### config.mk
export PLATFORM = sky130hd
export DESIGN_NAME = utf8_byte_decoder
export DESIGN_NICKNAME = d
export VERILOG_FILES = /design/src/rtl/core/utf8d_pkg.sv /design/src/rtl/core/utf8d_in_stage.sv /design/src/rtl/core/utf8d_core.sv /design/src/rtl/core/utf8d_out_stage.sv /design/src/rtl/core/utf8_byte_decoder.sv
export SDC_FILE = /design/constraint.sdc
export NUM_CORES = 1
export LEC_CHECK = 0
export BUFFER_PORTS_ARGS = -buffer_cell sky130_fd_sc_hd__buf_2
export CORE_ASPECT_RATIO = 0.5
export CORE_MARGIN = 8
export CORE_UTILIZATION = 30
export CTS_CLUSTER_DIAMETER = 40
export DETAILED_ROUTE_END_ITERATION = 6
export SLEW_MARGIN = 0
export SYNTH_ARGS = -nofsm -noshare
export SYNTH_HDL_FRONTEND = slang
export SYNTH_HIERARCHICAL = 1
export SYNTH_SLANG_ARGS = --single-unit
### constraint.sdc
create_clock -name aclk -period 2.31 [get_ports aclk]
set_input_delay 0.462 -clock aclk [delete_from_list [all_inputs] [get_ports aclk]]
set_output_delay 0.462 -clock aclk [all_outputs]
set_load 0.02 [all_outputs]
### src/rtl/core/utf8d_pkg.sv
// utf8d_pkg: word types, status codes and byte constants of the UTF-8 byte decoder
// no dependencies; imported by every module under rtl/core
`timescale 1ns / 1ps

package utf8d_pkg;

    // input word: one raw byte and its end-of-buffer mark
    typedef struct packed {
        logic [7:0] data_byte;
        logic       last_byte;
    } in_word_t;

    // result word: one decoded character or one error report
    typedef struct packed {
        logic [30:0] code_point;
        logic [1:0]  status;
        logic [2:0]  byte_count;
    } out_word_t;

    // partial sequence held between bytes
    typedef struct packed {
        logic [2:0]  expected_length;
        logic [2:0]  bytes_taken;
        logic [30:0] partial_value;
        logic        sequence_bad;
    } seq_state_t;

    // status codes
    localparam logic [1:0] ST_OK        = 2'd0;
    localparam logic [1:0] ST_ILLEGAL   = 2'd1;
    localparam logic [1:0] ST_BAD       = 2'd2;
    localparam logic [1:0] ST_TRUNCATED = 2'd3;

    // sequence lengths
    localparam logic [2:0] LEN_NONE = 3'd0;
    localparam logic [2:0] LEN_1    = 3'd1;
    localparam logic [2:0] LEN_2    = 3'd2;
    localparam logic [2:0] LEN_3    = 3'd3;
    localparam logic [2:0] LEN_4    = 3'd4;
    localparam logic [2:0] LEN_5    = 3'd5;
    localparam logic [2:0] LEN_6    = 3'd6;

    // lead byte boundaries and overlong limits on the second byte
    localparam logic [7:0] ASCII_END   = 8'h80;
    localparam logic [7:0] LEAD_MIN    = 8'hC2;
    localparam logic [7:0] LEAD_4_MIN  = 8'hF0;
    localparam logic [7:0] LEAD_5_MIN  = 8'hF8;
    localparam logic [7:0] LEAD_6_MIN  = 8'hFC;
    localparam logic [7:0] LEAD_END    = 8'hFE;
    localparam logic [7:0] OVER_4_MIN  = 8'h90;
    localparam logic [7:0] OVER_5_MIN  = 8'h88;
    localparam logic [7:0] OVER_6_MIN  = 8'h84;
    localparam logic [1:0] CONT_TAG    = 2'b10;
    localparam logic [2:0] LEAD_2_TAG  = 3'b110;
    localparam logic [3:0] LEAD_3_TAG  = 4'b1110;

endpackage

### src/rtl/core/utf8d_in_stage.sv
// utf8d_in_stage: input register of the UTF-8 byte decoder
// depends on utf8d_pkg for the input word type
`timescale 1ns / 1ps

module utf8d_in_stage (
    input  logic                aclk,
    input  logic                aresetn,
    input  logic                s_valid,
    output logic                s_ready,
    input  utf8d_pkg::in_word_t s_data,
    input  logic                advance,
    output logic                hold_valid,
    output utf8d_pkg::in_word_t hold_data
);
    import utf8d_pkg::*;

    logic     valid_reg;
    logic     valid_next;
    in_word_t data_reg;

    // free when empty or when the held word moves on this cycle
    assign s_ready    = !valid_reg || advance;
    assign valid_next = s_valid || (valid_reg && !advance);

    // valid flag
    always_ff @(posedge aclk) begin
        if (!aresetn) begin
            valid_reg <= 1'b0;
        end else begin
            valid_reg <= valid_next;
        end
    end

    // payload capture
    always_ff @(posedge aclk) begin
        if (s_valid && s_ready) begin
            data_reg <= s_data;
        end
    end

    assign hold_valid = valid_reg;
    assign hold_data  = data_reg;

endmodule

### src/rtl/core/utf8d_core.sv
// utf8d_core: partial sequence state and single-pass byte decode
// depends on utf8d_pkg for word types, state type and constants
`timescale 1ns / 1ps

module utf8d_core (
    input  logic                 aclk,
    input  logic                 aresetn,
    input  logic                 advance,
    input  utf8d_pkg::in_word_t  in_word,
    output logic                 res_valid,
    output utf8d_pkg::out_word_t res_word
);
    import utf8d_pkg::*;

    seq_state_t state_reg;
    seq_state_t state_next;
    seq_state_t closed;

    logic [7:0] b;
    logic       last;
    logic [2:0] taken_inc;
    logic       cont_bad;
    logic       overlong;
    logic       bad_any;
    logic [30:0] part_shift;

    assign b    = in_word.data_byte;
    assign last = in_word.last_byte;

    assign closed = '{expected_length: LEN_NONE, bytes_taken: 3'd0,
                      partial_value: 31'd0, sequence_bad: 1'b0};

    // continuation tests
    assign cont_bad  = (b[7:6] != CONT_TAG);
    assign overlong  = (state_reg.bytes_taken == LEN_1) && (state_reg.partial_value == 31'd0)
                       && (((state_reg.expected_length == LEN_4) && (b < OVER_4_MIN))
                        || ((state_reg.expected_length == LEN_5) && (b < OVER_5_MIN))
                        || ((state_reg.expected_length == LEN_6) && (b < OVER_6_MIN)));
    assign bad_any    = state_reg.sequence_bad || cont_bad || overlong;
    assign part_shift = {state_reg.partial_value[24:0], b[5:0]};
    assign taken_inc  = state_reg.bytes_taken + 3'd1;

    // next state and result
    always_comb begin
        state_next = state_reg;
        res_valid  = 1'b0;
        res_word   = '{code_point: 31'd0, status: ST_OK, byte_count: LEN_1};
        if (state_reg.expected_length == LEN_NONE) begin
            priority if (b < ASCII_END) begin
                res_valid           = 1'b1;
                res_word.code_point = {23'd0, b};
            end else if (b < LEAD_MIN || b >= LEAD_END) begin
                res_valid       = 1'b1;
                res_word.status = ST_ILLEGAL;
            end else if (last) begin
                res_valid       = 1'b1;
                res_word.status = ST_TRUNCATED;
                state_next      = closed;
            end else begin
                state_next.bytes_taken  = LEN_1;
                state_next.sequence_bad = 1'b0;
                priority if (b[7:5] == LEAD_2_TAG) begin
                    state_next.expected_length = LEN_2;
                    state_next.partial_value   = {26'd0, b[4:0]};
                end else if (b[7:4] == LEAD_3_TAG) begin
                    state_next.expected_length = LEN_3;
                    state_next.partial_value   = {27'd0, b[3:0]};
                end else if (b < LEAD_5_MIN) begin
                    state_next.expected_length = LEN_4;
                    state_next.partial_value   = {28'd0, b[2:0]};
                end else if (b < LEAD_6_MIN) begin
                    state_next.expected_length = LEN_5;
                    state_next.partial_value   = {29'd0, b[1:0]};
                end else begin
                    state_next.expected_length = LEN_6;
                    state_next.partial_value   = {30'd0, b[0]};
                end
            end
        end else begin
            priority if (taken_inc >= state_reg.expected_length) begin
                res_valid           = 1'b1;
                res_word.byte_count = state_reg.expected_length;
                res_word.status     = bad_any ? ST_BAD : ST_OK;
                res_word.code_point = bad_any ? 31'd0 : part_shift;
                state_next          = closed;
            end else if (last) begin
                res_valid           = 1'b1;
                res_word.byte_count = taken_inc;
                res_word.status     = ST_TRUNCATED;
                state_next          = closed;
            end else begin
                state_next.bytes_taken   = taken_inc;
                state_next.partial_value = part_shift;
                state_next.sequence_bad  = bad_any;
            end
        end
    end

    // sequence state register
    always_ff @(posedge aclk) begin
        if (!aresetn) begin
            state_reg <= closed;
        end else if (advance) begin
            state_reg <= state_next;
        end
    end

endmodule

### src/rtl/core/utf8d_out_stage.sv
// utf8d_out_stage: result register of the UTF-8 byte decoder
// depends on utf8d_pkg for the result word type
`timescale 1ns / 1ps

module utf8d_out_stage (
    input  logic                 aclk,
    input  logic                 aresetn,
    input  logic                 load,
    input  logic                 res_valid,
    input  utf8d_pkg::out_word_t res_word,
    output logic                 out_free,
    output logic                 m_valid,
    input  logic                 m_ready,
    output utf8d_pkg::out_word_t m_data
);
    import utf8d_pkg::*;

    logic      valid_reg;
    logic      valid_next;
    out_word_t data_reg;

    // free when empty or when the held word is taken this cycle
    assign out_free   = !valid_reg || m_ready;
    assign valid_next = load ? res_valid : (valid_reg && !m_ready);

    // valid flag
    always_ff @(posedge aclk) begin
        if (!aresetn) begin
            valid_reg <= 1'b0;
        end else begin
            valid_reg <= valid_next;
        end
    end

    // payload capture
    always_ff @(posedge aclk) begin
        if (load && res_valid) begin
            data_reg <= res_word;
        end
    end

    assign m_valid = valid_reg;
    assign m_data  = data_reg;

endmodule

### src/rtl/core/utf8_byte_decoder.sv
// utf8_byte_decoder: streaming UTF-8 decoder, one byte word per cycle unless stalled
// a result word enters the result register as its last byte leaves the input register
// one byte word per cycle unless stalled, set by one decode pass between two registers
// bytes that only extend an open sequence give no result word
// reset: synchronous active-low aresetn empties both registers and closes any sequence
// depends on utf8d_pkg, utf8d_in_stage, utf8d_core, utf8d_out_stage
`timescale 1ns / 1ps

module utf8_byte_decoder (
    input  logic                 aclk,
    input  logic                 aresetn,
    input  logic                 s_valid,
    output logic                 s_ready,
    input  utf8d_pkg::in_word_t  s_data,
    output logic                 m_valid,
    input  logic                 m_ready,
    output utf8d_pkg::out_word_t m_data
);
    import utf8d_pkg::*;

    logic      hold_valid;
    in_word_t  hold_data;
    logic      out_free;
    logic      advance;
    logic      res_valid;
    out_word_t res_word;

    // held byte moves through decode when the result register can take it
    assign advance = hold_valid && out_free;

    utf8d_in_stage u_in (
        .aclk       (aclk),
        .aresetn    (aresetn),
        .s_valid    (s_valid),
        .s_ready    (s_ready),
        .s_data     (s_data),
        .advance    (advance),
        .hold_valid (hold_valid),
        .hold_data  (hold_data)
    );

    utf8d_core u_core (
        .aclk      (aclk),
        .aresetn   (aresetn),
        .advance   (advance),
        .in_word   (hold_data),
        .res_valid (res_valid),
        .res_word  (res_word)
    );

    utf8d_out_stage u_out (
        .aclk      (aclk),
        .aresetn   (aresetn),
        .load      (advance),
        .res_valid (res_valid),
        .res_word  (res_word),
        .out_free  (out_free),
        .m_valid   (m_valid),
        .m_ready   (m_ready),
        .m_data    (m_data)
    );

endmodule
==> flow_metrics.env <==
export IMPL_status="complete, no violations"
export IMPL_postRouteAntennaNets=0
export IMPL_largest_reg_flops=36
export IMPL_start_util=0.309
export IMPL_clk_pin_slew_ns=0.06
export IMPL_fin_crit_ns=2.19
export IMPL_grt_ovfl_total=0
export IMPL_die_width_um=172
export IMPL_synthAdderAreaFrac=0.0171
export IMPL_synthCells=336
export IMPL_cp_max_fo=7
export IMPL_power_leakage_nw=1.76
export IMPL_port_buffers=50
export IMPL_synth_compound_area_share=0.148
export IMPL_pre_cts_ws_ns=0.0508
export IMPL_clock_sinks=85
export IMPL_synth_xor_area_frac=0.00239
export IMPL_place_area_sq_um=4340
export IMPL_setup_slack_ns=0.120
export IMPL_synth_async_reset_ratio=0
export IMPL_avgSynthCellArea_sq_um=10.9
export IMPL_routedWlPerCell_um=15.4
export IMPL_max_freq_mhz=457
export IMPL_syn_area_sq_um=3670
export IMPL_setup_violations=0
export IMPL_crit_type="flip-flop to flip-flop"
export IMPL_slew_violations=0
export IMPL_drtPass1Iterations=4
export IMPL_maxCapViolations=0
export IMPL_track_usage=0.111
export IMPL_final_area_sq_um=4730
export IMPL_htree_levels=3
export IMPL_nets=431
export IMPL_crit_path_end_kind="flip-flop"
export IMPL_cp_start_kind="flip-flop"
export IMPL_ys_warnings_count=6
export IMPL_top_layer_used="met4"
export IMPL_final_hold_viol_count=0
export IMPL_crit_arrival_ns=2.46
export IMPL_min_path_type="input pin to flip-flop"
export IMPL_skew_ns=0.00710
export IMPL_via_per_inst=4.73
export IMPL_finalCritPeriodShare=0.948
export IMPL_numCtsBuffers=9
export IMPL_yosys_area_share_simple=0.205
export IMPL_netlist_cell_type_count=45
export IMPL_grt_pass1_wl_um=14100
export IMPL_hpwl_um=6180
export IMPL_num_io_pins=51
export IMPL_relSlewSlack=0.566
export IMPL_first_global_vias=2673
export IMPL_synthFlopType="edfxtp_1"
export IMPL_ir_worst_vdd_v=0.000314
export IMPL_cts_buffer_depth=2
export IMPL_syn_to_final_growth_pct=28.9
export IMPL_die_h_um=94.2
export IMPL_rows=28
export IMPL_wl_met1_um=4500
export IMPL_ys_ff_latch=85
export IMPL_dr_first_iter_drc_count=255
export IMPL_worst_slew_pin_slew_ns=0.651
export IMPL_layout_drive_gt1_share=0.282
export IMPL_gp_congestion=0.824
export IMPL_grt_max_degree=42
export IMPL_num_vias=2756
export IMPL_synthMuxAreaShare=0.00273
export IMPL_diodes=0
export IMPL_cts_tree="done"
export IMPL_seq_area_frac_synth=0.587
export IMPL_antenna_found_initial=0
export IMPL_cp_required_ns=2.58
export IMPL_drc_errors=0
export IMPL_power_density_nw_per_um2=722
export IMPL_insertion_delay_ns=0.34
export IMPL_synth_nets=354
export IMPL_synth_top_family_by_area="simple AND/OR/NAND/NOR gates"
export IMPL_clockRootBuffer="clkbuf_16"
export IMPL_routed_wl_met3_um=573
export IMPL_route_met2_wl_um=3810
export IMPL_die_area_sq_um=16200
export IMPL_fp_coreArea_sq_um=11900
export IMPL_routed_wl_um=8970
export IMPL_synth_edf_count=45
-- layout make-up --
class	count	area (sq um)
Fill cell	1162	7150
Sequential cell	85	2150
Multi-Input combinational cell	221	1430
Timing Repair Buffer	86	598
Clock buffer	9	225
Tap cell	165	206
Clock inverter	7	73.8
Inverter	10	37.5
-- Yosys cell counts, types with 2 or more instances --
library cell  instances  area (sq um)
nor4b_1               2          17.5
a21boi_1             29           218
nor4_1               10          62.6
buf_6                 3          33.8
a21oi_1               3          15.0
dfxtp_1              40           801
clkbuf_1             13          48.8
nor2b_1               3          18.8
ha_1                  5          62.6
o21a_1                7          52.6
buf_2                 4          20.0
nand4b_1              2          17.5
a32oi_1               2          17.5
edfxtp_1             45          1350
o21ai_0               8          40.0
inv_1                10          37.5
o22ai_1               3          18.8
nor3_1                3          15.0
nand4_1               4          25.0
nor2_1                7          26.3
and2_1               26           163
nand2_1              45           169
a21boi_0              5          37.5
nand3_1              33           165
a22o_1                3          26.3
and2_4                2          17.5
-- final timing paths --
| check | from | end | slack, ns | cells past startpoint |
|---|---|---|---|---|
| hold reg to reg | u_core/state_reg[31]$_SDFFE_PN0P_ | u_core/state_reg[31]$_SDFFE_PN0P_ | 0.45 | 2 |
| hold / removal | s_data[2] | u_in/hold_data[2]$_DFFE_PP_ | 0.30 | 1 |
| setup reg to reg | u_core/state_reg[32]$_SDFFE_PN0P_ | u_core/part_shift[30]$_SDFFE_PN0P_ | 0.12 | 11 |
| setup / recovery | u_core/state_reg[32]$_SDFFE_PN0P_ | u_core/part_shift[30]$_SDFFE_PN0P_ | 0.12 | 11 |
-- cell usage in the layout (no fill, tap or decap), types with 3 or more instances in the layout --
cell type / count
edfxtp_1: 45
a22o_1: 3
buf_2: 50
nand3_1: 33
dfxtp_1: 38
nand4_1: 4
o21ai_0: 7
inv_1: 10
nand2_1: 45
o21a_1: 7
clkbuf_16: 9
buf_4: 27
buf_6: 4
and2_1: 26
ha_1: 4
nor2b_1: 3
nor4_1: 10
nor2_1: 7
a21boi_0: 5
buf_12: 5
a21boi_1: 29
-- through the flow --
step	hold WS [ns]	power (W)	TNS [ns]	utilization	cells
finish	0.296	0.00341	0	0.398	583
global placement	0.439	0.00200	0	0.366	563
floorplan	0.430	0.00187	0	-	336
global route	0.282	0.00353	-0.573	0.398	583
detailed placement	0.448	0.00200	0	0.366	563
CTS	0.284	0.00345	0	0.391	579
-- metal layers --
metal | up-vias | track usage
met5 | - | 0
met4 | 0 | 0.0364
met3 | 8 | 0.0348
met2 | 77 | 0.162
met1 | 1309 | 0.153
li1 | 1362 | -
-- worst max-delay path, stage by stage, from the launching register on --
cell	delay, ns
dfxtp_2	0.37
ha_4	0.16
xor2_2	0.18
ha_1	0.28
a21oi_2	0.17
o21ai_4	0.09
buf_6	0.14
nor3_4	0.16
buf_4	0.18
buf_4	0.15
nand3_1	0.07
a21boi_0	0.16
-- cells by family after synthesis --
kind of cell / after synthesis
fa+ha+maj: 5
buf+inv: 30
mux: 1
xor+xnor: 1
simple gates: 143
flops: 85
compound gates: 71
-- repair_timing --
| item | in CTS | in global routing |
|---|---|---|
| hold buffers | 0 | 0 |
| setup buffers | 0 | 1 |
| gates resized for setup | 0 | 16 |
| hold endpoints to repair | 0 | 0 |
| setup endpoints to repair | 0 | 103 |
-- power by group --
part	switching, W	internal (W)	total [W]
Sequential	0.0000220	0.00164	0.00167
Combinational	0.000182	0.000116	0.000298
Clock	0.000606	0.000843	0.00145
No activity file was read; power rests on OpenSTA's default activity.
